--- src/hdl/vector3_normalize_core_assert.svh ---
// Assertion macros used by the vector normalizer merge stage.
// Needs a clock named clock and a reset named reset in the using scope.
`ifndef VECTOR3_NORMALIZE_CORE_ASSERT_SVH
`define VECTOR3_NORMALIZE_CORE_ASSERT_SVH
`ifndef ASSERT_OFF
`define VN_ASSERT_ALWAYS(lbl, cond, msg) \
   lbl: assert property (@(posedge clock) disable iff (reset) (cond)) else $error(msg);
`define VN_ASSERT_NEXT(lbl, pre, post, msg) \
   lbl: assert property (@(posedge clock) disable iff (reset) (pre) |=> (post)) else $error(msg);
`else
`define VN_ASSERT_ALWAYS(lbl, cond, msg)
`define VN_ASSERT_NEXT(lbl, pre, post, msg)
`endif
`endif

--- src/hdl/vn_pkg.sv ---
// Types and widths shared by the vector normalizer.
// No dependencies.
`timescale 1ns / 1ps
package vn_pkg;
   localparam int IN_W      = 32;
   localparam int FRAC_W    = 30;
   localparam int OUT_W     = FRAC_W + 2;
   localparam int QUO_W     = FRAC_W + 1;
   localparam int SQ_W      = 2 * IN_W;
   localparam int SUM_W     = SQ_W + 2;
   localparam int TGT_W     = SQ_W + 2 * FRAC_W;
   localparam int CMP_W     = 2 * FRAC_W + SUM_W + 2;
   localparam int LANES     = 3;

   typedef struct packed {
      logic signed [IN_W-1:0] vec_x;
      logic signed [IN_W-1:0] vec_y;
      logic signed [IN_W-1:0] vec_z;
   } req_word_type;

   typedef struct packed {
      logic signed [OUT_W-1:0] unit_x;
      logic signed [OUT_W-1:0] unit_y;
      logic signed [OUT_W-1:0] unit_z;
      logic                    zero_length;
   } rsp_word_type;

   typedef struct packed {
      logic valid;
      logic neg;
      logic zero;
   } lane_ctl_type;
endpackage

--- src/hdl/vn_merge.sv ---
// Merge stage: apply signs, force the zero vector, register the result word.
// Depends on vn_pkg and the assertion header.
`timescale 1ns / 1ps
`include "vector3_normalize_core_assert.svh"
module vn_merge (
   input  logic                      clock,
   input  logic                      reset,
   input  vn_pkg::lane_ctl_type      in_ctl [vn_pkg::LANES],
   input  logic [vn_pkg::QUO_W-1:0]  in_quo [vn_pkg::LANES],
   output logic                      out_strobe,
   output vn_pkg::rsp_word_type      out_word
);
   logic [vn_pkg::OUT_W-1:0] unit_in [vn_pkg::LANES];
   logic                     strobe_ff;
   vn_pkg::rsp_word_type     word_ff, word_in;

   always_comb begin
      for (int i = 0; i < vn_pkg::LANES; i++) begin
         unit_in[i] = vn_pkg::OUT_W'(in_quo[i]);
         if (in_ctl[i].zero) begin
            unit_in[i] = '0;
         end else if (in_ctl[i].neg) begin
            unit_in[i] = ~unit_in[i] + 1'b1;
         end
      end
      word_in.unit_x      = unit_in[0];
      word_in.unit_y      = unit_in[1];
      word_in.unit_z      = unit_in[2];
      word_in.zero_length = in_ctl[0].zero;
   end

   always_ff @(posedge clock) begin
      if (reset) begin
         strobe_ff <= 1'b0;
      end else begin
         strobe_ff <= in_ctl[0].valid;
      end
   end

   always_ff @(posedge clock) begin
      word_ff <= word_in;
   end

   assign out_strobe = strobe_ff;
   assign out_word   = word_ff;

   `VN_ASSERT_NEXT(a_strobe_follows, in_ctl[0].valid, out_strobe, "result word dropped")
   `VN_ASSERT_NEXT(a_no_spurious, !in_ctl[0].valid, !out_strobe, "result word invented")
   `VN_ASSERT_ALWAYS(a_zero_clean, !(out_strobe && out_word.zero_length) || (out_word.unit_x == '0 && out_word.unit_y == '0 && out_word.unit_z == '0), "zero vector not cleared")
   `VN_ASSERT_ALWAYS(a_lanes_aligned, (in_ctl[0].valid == in_ctl[1].valid) && (in_ctl[1].valid == in_ctl[2].valid), "lanes out of step")
endmodule

--- config.mk ---
export PLATFORM = sky130hd
export DESIGN_NAME = vn_merge
export DESIGN_NICKNAME = d
export VERILOG_FILES = /design/src/hdl/vn_pkg.sv /design/src/hdl/vn_merge.sv
export VERILOG_INCLUDE_DIRS = /design/src /design/src/hdl
export SDC_FILE = /design/constraint.sdc
export NUM_CORES = 1
export LEC_CHECK = 0
export BUFFER_PORTS_ARGS = -buffer_cell sky130_fd_sc_hd__buf_2
export CORE_MARGIN = 8
export CORE_UTILIZATION = 44
export CTS_CLUSTER_DIAMETER = 150
export CTS_CLUSTER_SIZE = 24
export DETAILED_ROUTE_END_ITERATION = 8
export PLACE_DENSITY_LB_ADDON = 0.12
export SLEW_MARGIN = 20
export SYNTH_ARGS = -nofsm -noshare
export SYNTH_HDL_FRONTEND = slang
export SYNTH_SLANG_ARGS = --single-unit
--- constraint.sdc ---
create_clock -name clock -period 3 [get_ports clock]
set_input_delay 0.3 -clock clock [delete_from_list [all_inputs] [get_ports clock]]
set_output_delay 0.3 -clock clock [all_outputs]
set_load 0.02 [all_outputs]
* Word-level counts from Yosys, hierarchy flattened
Cells that the tools add are included.
** Storage, ports and cells
- Flip-flop bits (word level) :: 98
- Input bits :: 104
- Output and inout bits :: 98
** Operators by class
- Add/sub/neg operators :: 3
- Mux-type cells :: 3
- Bitwise logic cells :: 6
- Reductions and logical operators :: 3
** Operator list (number)
- adder 32 x 1 -> 32 bit (second input constant) :: 3
- inverter 31 -> 32 bit :: 3
- 2-to-1 mux 31 bit :: 3
- OR reduction 2 bit :: 3
- inverter 1 bit :: 3

* Logic depth before layout (Yosys ltp)
- Depth in word-level cells :: 3
- Mapped depth :: 7
- Depth with buffers taken out :: 7

* Worst setup path after synthesis
OpenSTA, ideal clock, no wires.
- Path type :: input to register
- Start point :: input port in_quo[25] in the netlist's numbering
- End point :: register word_ff (netlist bit out_word[31])
- Setup time :: 0.114 ns
- Data arrival time :: 1.654 ns
- Data required time :: 2.886 ns
- Slack :: 1.232 ns
- Cell stages on the path :: 5
- Buffers on the path :: 0
- Cell sequence :: or4_4 or4_4 o31ai_2 xor2_1 nor2_1
** On the way
- Word-level cells in the longest chain between the ends :: 3
** RTL lines
- start: declaration :: RTL line vn_merge.sv:9 : input logic [vn_pkg::QUO_W-1:0] in_quo [vn_pkg::LANES],
- inverter 31 -> 32 bit :: RTL line vn_merge.sv:23 : unit_in[i] = ~unit_in[i] + 1'b1;
- adder 32 x 1 -> 32 bit :: RTL line vn_merge.sv:23
- 2-to-1 mux 31 bit :: RTL line vn_merge.sv:22 : end else if (in_ctl[i].neg) begin
- end signal: assignment :: RTL line vn_merge.sv:41 : word_ff <= word_in;
- end: declaration :: RTL line vn_merge.sv:15 : vn_pkg::rsp_word_type word_ff, word_in;
Every way passes these cells.
A chain may end at the register's enable or synchronous reset.

* Final worst setup path
- Start point :: input port in_quo[7] in the netlist's numbering
- End point :: register word_ff (netlist bit out_word[22])
Same word-level chain as after synthesis.

==> results.md <==
- The run finished with clean final reports.
- At the worst endpoint, the required time is 3.22 ns.
- The fraction of the cycle the final worst path needs is 67.0%.
- The number of diodes added for antenna fixing is 0.
- The number of enable-type register cells in the synthesized netlist is 0.
- The achievable clock frequency is roughly 500 MHz.
- The detailed-routing iteration count for the pre-antenna-repair pass is 4.
- The largest net degree at the start of global routing is 34.
- In this run the most critical hold path is launched from reset.
- Fill cells in the final layout number 955.
- For this design the static power due to leakage is 2.70 nW.
- The number of slew-limit violations in the final report is 0.
- At the pin with the least slew margin, the transition time is 0.610 ns.
- The highest ir drop seen on vdd is 0.268 mV.
- The initial antenna violation count is 0.
- Using the TritonRoute via totals, the vias-per-cell ratio works out to 5.16.
- The most common flop cell mapped by yosys is sky130_fd_sc_hd__dfxtp_1.
- After clock tree synthesis, the clock-pin slew on the worst setup and hold paths is 0.09 ns.
- Summed over all layers, the global routing overflow is 0.
- After synthesis, the mean cell area works out to slightly below 9 sq um.
- The die covers 0.0139 sq mm.
- The number of flip-flops and latches in the synthesized netlist is 98.
- The aggregate global-route resource usage is ~18%.
- The area of the core is 0.0102 sq mm.
- The initial utilization of the core area, before any placement, comes to 44.8%.
- The data arrival time at the worst-slack endpoint is between 2 and 2.5 ns.
- The relative slew slack is 59.0%.
- The finished layout holds 841 standard cells, fillers aside.
- The async set-or-reset flop fraction in the synthesized netlist is 0%.
- The clock tree root driver cell is sky130_fd_sc_hd__clkbuf_8.
- The max-capacitance violation count is 0.
- Setup repair after global routing left no endpoint under its margin.
- The number of gates resized after CTS was 0.
- The total half-perimeter wirelength after legalization and detailed placement is 9900 microns.
- Of all nets on the critical path, the largest fanout is 11.
- The most common cell after layout, fill and taps aside is sky130_fd_sc_hd__buf_2.
- The number of hold buffers added after CTS was 0.
- TritonCTS built the clock tree.
- The launching element type of the critical path is an input port.
- The growth of design area from synthesis to finish is 28.6%.
- The worst hold path was traced through 2 stages.
- The number of synthesis warnings is 0.
- In the final layout, flip-flops and latches occupy slightly below 0.002 sq mm.
- The weighted congestion at the end of routability-driven global placement is a little over 0.9.
- The floorplan has 37 rows.
- The first global-routing pass estimated 20,600 microns of wire.
- The final instance area is ~0.0059 sq mm.
- The via total after detailed routing is approximately 4,300.
- For this design the top-level I/O count stands at a little over 200.
- Dividing total power by cell area gives a power density of between 500 and 600 mW/mm^2.
- Summing all multi-input logic gate instances after layout gives 0.00248 sq mm.
- The number of global-route vias before repair was 4,426.
- After detailed routing, the number of remaining DRC violations is 0.
- The number of sinks driven by the clock tree is 98.
- In this run, placement finished with an instance count of 826.
- The number of levels the H-tree was split into is 3.
- In the layout the commonest cells are sky130_fd_sc_hd__buf_2 (199), sky130_fd_sc_hd__nor2_1 (109), sky130_fd_sc_hd__dfxtp_1 (98), sky130_fd_sc_hd__xor2_1 (78), sky130_fd_sc_hd__nand2_1 (27).
- The worst hold path belongs to the class in2reg.
- The share of final-layout standard cells stronger than drive strength 1 is 32.8%.
- The floorplan die width is 118 microns.
- In this run the post-CTS setup repair buffer count came out at 0.
- The worst setup path is of the in2reg kind.
- Setup total negative slack on the finished layout was measured at 0 ns.
- Wires add up to 12,600 microns.
- The detailed router finished its first iteration with 191 violations.
- The final net count is 811.
- The clock period minus final worst setup slack is around 2 ns.
- The number of port buffers is a little under 200.
- The number of failing hold endpoints at the final stage is 0.
- The tightest hold margin is a little over 0.1 ns.
- The post-synthesis net count is 622.
- In this run the deepest clock path goes through 2 buffers.
- The floorplan step set the die height to 118 microns.
- The cell count after synthesis came out at between 500 and 600.
- The total standard cell area after synthesis is ~0.0046 sq mm.
- The number of buffers created by CTS is 9.
- The average wire per cell in the routed design is 14.9 microns.
- Setup violations remaining at the end of the flow were counted as 0.
- Summing the sequential cell areas from Yosys gives 43.0% of the chip area.
- The critical path capture point type is a register.
- The endpoint of the worst hold path is out_strobe.
- The number of nets with antenna violations after routing is 0.
- The count of unique library cells instantiated by Yosys is 37.
- In this run the cell area measured after placement is about 0.0057 sq mm.
-- metal layers --
layer	vias up	part of all wire [%]	track usage, %
li1	2152	-	-
met4	0	1.9	6.49
met2	159	48	30.0
met1	2006	42	19.9
met5	-	0	0
met3	25	8.2	6.14
-- power breakdown --
part	total (mW)	internal, mW	switching (mW)	leakage, nW
Sequential	1.43	1.40	0.0267	0.817
Combinational	0.621	0.226	0.395	1.78
Clock	0.914	0.490	0.423	0.106
-- flip-flops by register name, indices dropped and copies added (netlist names) --
name        flops
out_strobe      1
out_word       97
-- area by class of cell --
cell class              count  share of cell area (%)
multi-input cells         382                    42.3
flip-flops and latches     98                    33.4
repair buffers            199                    17.0
well taps                 136                    2.90
clock buffers              11                    2.41
clock inverters             4                    1.30
inverters                  11                   0.704
-- critical path: stages --
cell and delay [ns]:
sky130_fd_sc_hd__buf_2 0.12, sky130_fd_sc_hd__nor4_4 0.44, sky130_fd_sc_hd__nand4_1 0.54, sky130_fd_sc_hd__o41ai_1 0.59, sky130_fd_sc_hd__xor2_1 0.18, sky130_fd_sc_hd__nor2_1 0.05
-- synthesized netlist by cell type, types with 4 or more instances --
cell type | count | area share (%)
sky130_fd_sc_hd__o21ai_0 | 24 | 2.6
sky130_fd_sc_hd__o41ai_1 | 18 | 3.5
sky130_fd_sc_hd__inv_1 | 11 | 0.90
sky130_fd_sc_hd__ha_1 | 6 | 1.6
sky130_fd_sc_hd__o31ai_1 | 25 | 4.1
sky130_fd_sc_hd__nand4_1 | 11 | 1.5
sky130_fd_sc_hd__nand2b_1 | 4 | 0.55
sky130_fd_sc_hd__xor2_1 | 78 | 15
sky130_fd_sc_hd__or3_1 | 8 | 1.1
sky130_fd_sc_hd__nor4_1 | 8 | 1.1
sky130_fd_sc_hd__nand3_1 | 6 | 0.66
sky130_fd_sc_hd__xnor2_1 | 7 | 1.3
sky130_fd_sc_hd__nand2_1 | 27 | 2.2
sky130_fd_sc_hd__nor4_4 | 4 | 1.9
sky130_fd_sc_hd__clkbuf_1 | 20 | 1.6
sky130_fd_sc_hd__dfxtp_1 | 98 | 43
sky130_fd_sc_hd__nor2_1 | 109 | 9.0
sky130_fd_sc_hd__nor3_1 | 13 | 1.4
-- metrics by stage --
| step | utilization [%] | power (mW) | worst slack, ns |
|---|---|---|---|
| after floorplan | - | 1.82 | 1.23 |
| after global placement | 55.5 | 2.08 | 0.714 |
| after detailed placement | 55.5 | 2.09 | 0.657 |
| after CTS | 57.6 | 3.01 | 1.02 |
| after global routing | 57.6 | 3.13 | 0.811 |
| final | 57.6 | 2.96 | 0.990 |
-- worst max path at each step --
| stage | startpoint | endpoint | cells after the start |
|---|---|---|---|
| finish | in_quo[7] | out_word[22] | 6 |
| global route | in_quo[7] | out_word[22] | 6 |
| CTS | in_quo[7] | out_word[22] | 6 |
| detailed placement | in_quo[7] | out_word[22] | 6 |
| global placement | in_quo[7] | out_word[22] | 6 |
| floorplan | in_quo[25] | out_word[31] | 5 |
-- logic make-up (layout without fill, tap and decap cells) --
family	Yosys count	after routing	synth area share (%)
flops	98	98	43.0
fa+ha+maj	6	6	1.64
buf+inv	32	225	2.66
xor+xnor	85	85	16.3
compound gates	79	79	12.5
mux	4	4	0.905
simple gates	208	208	23.0
Power figures use the tool's default switching activity.
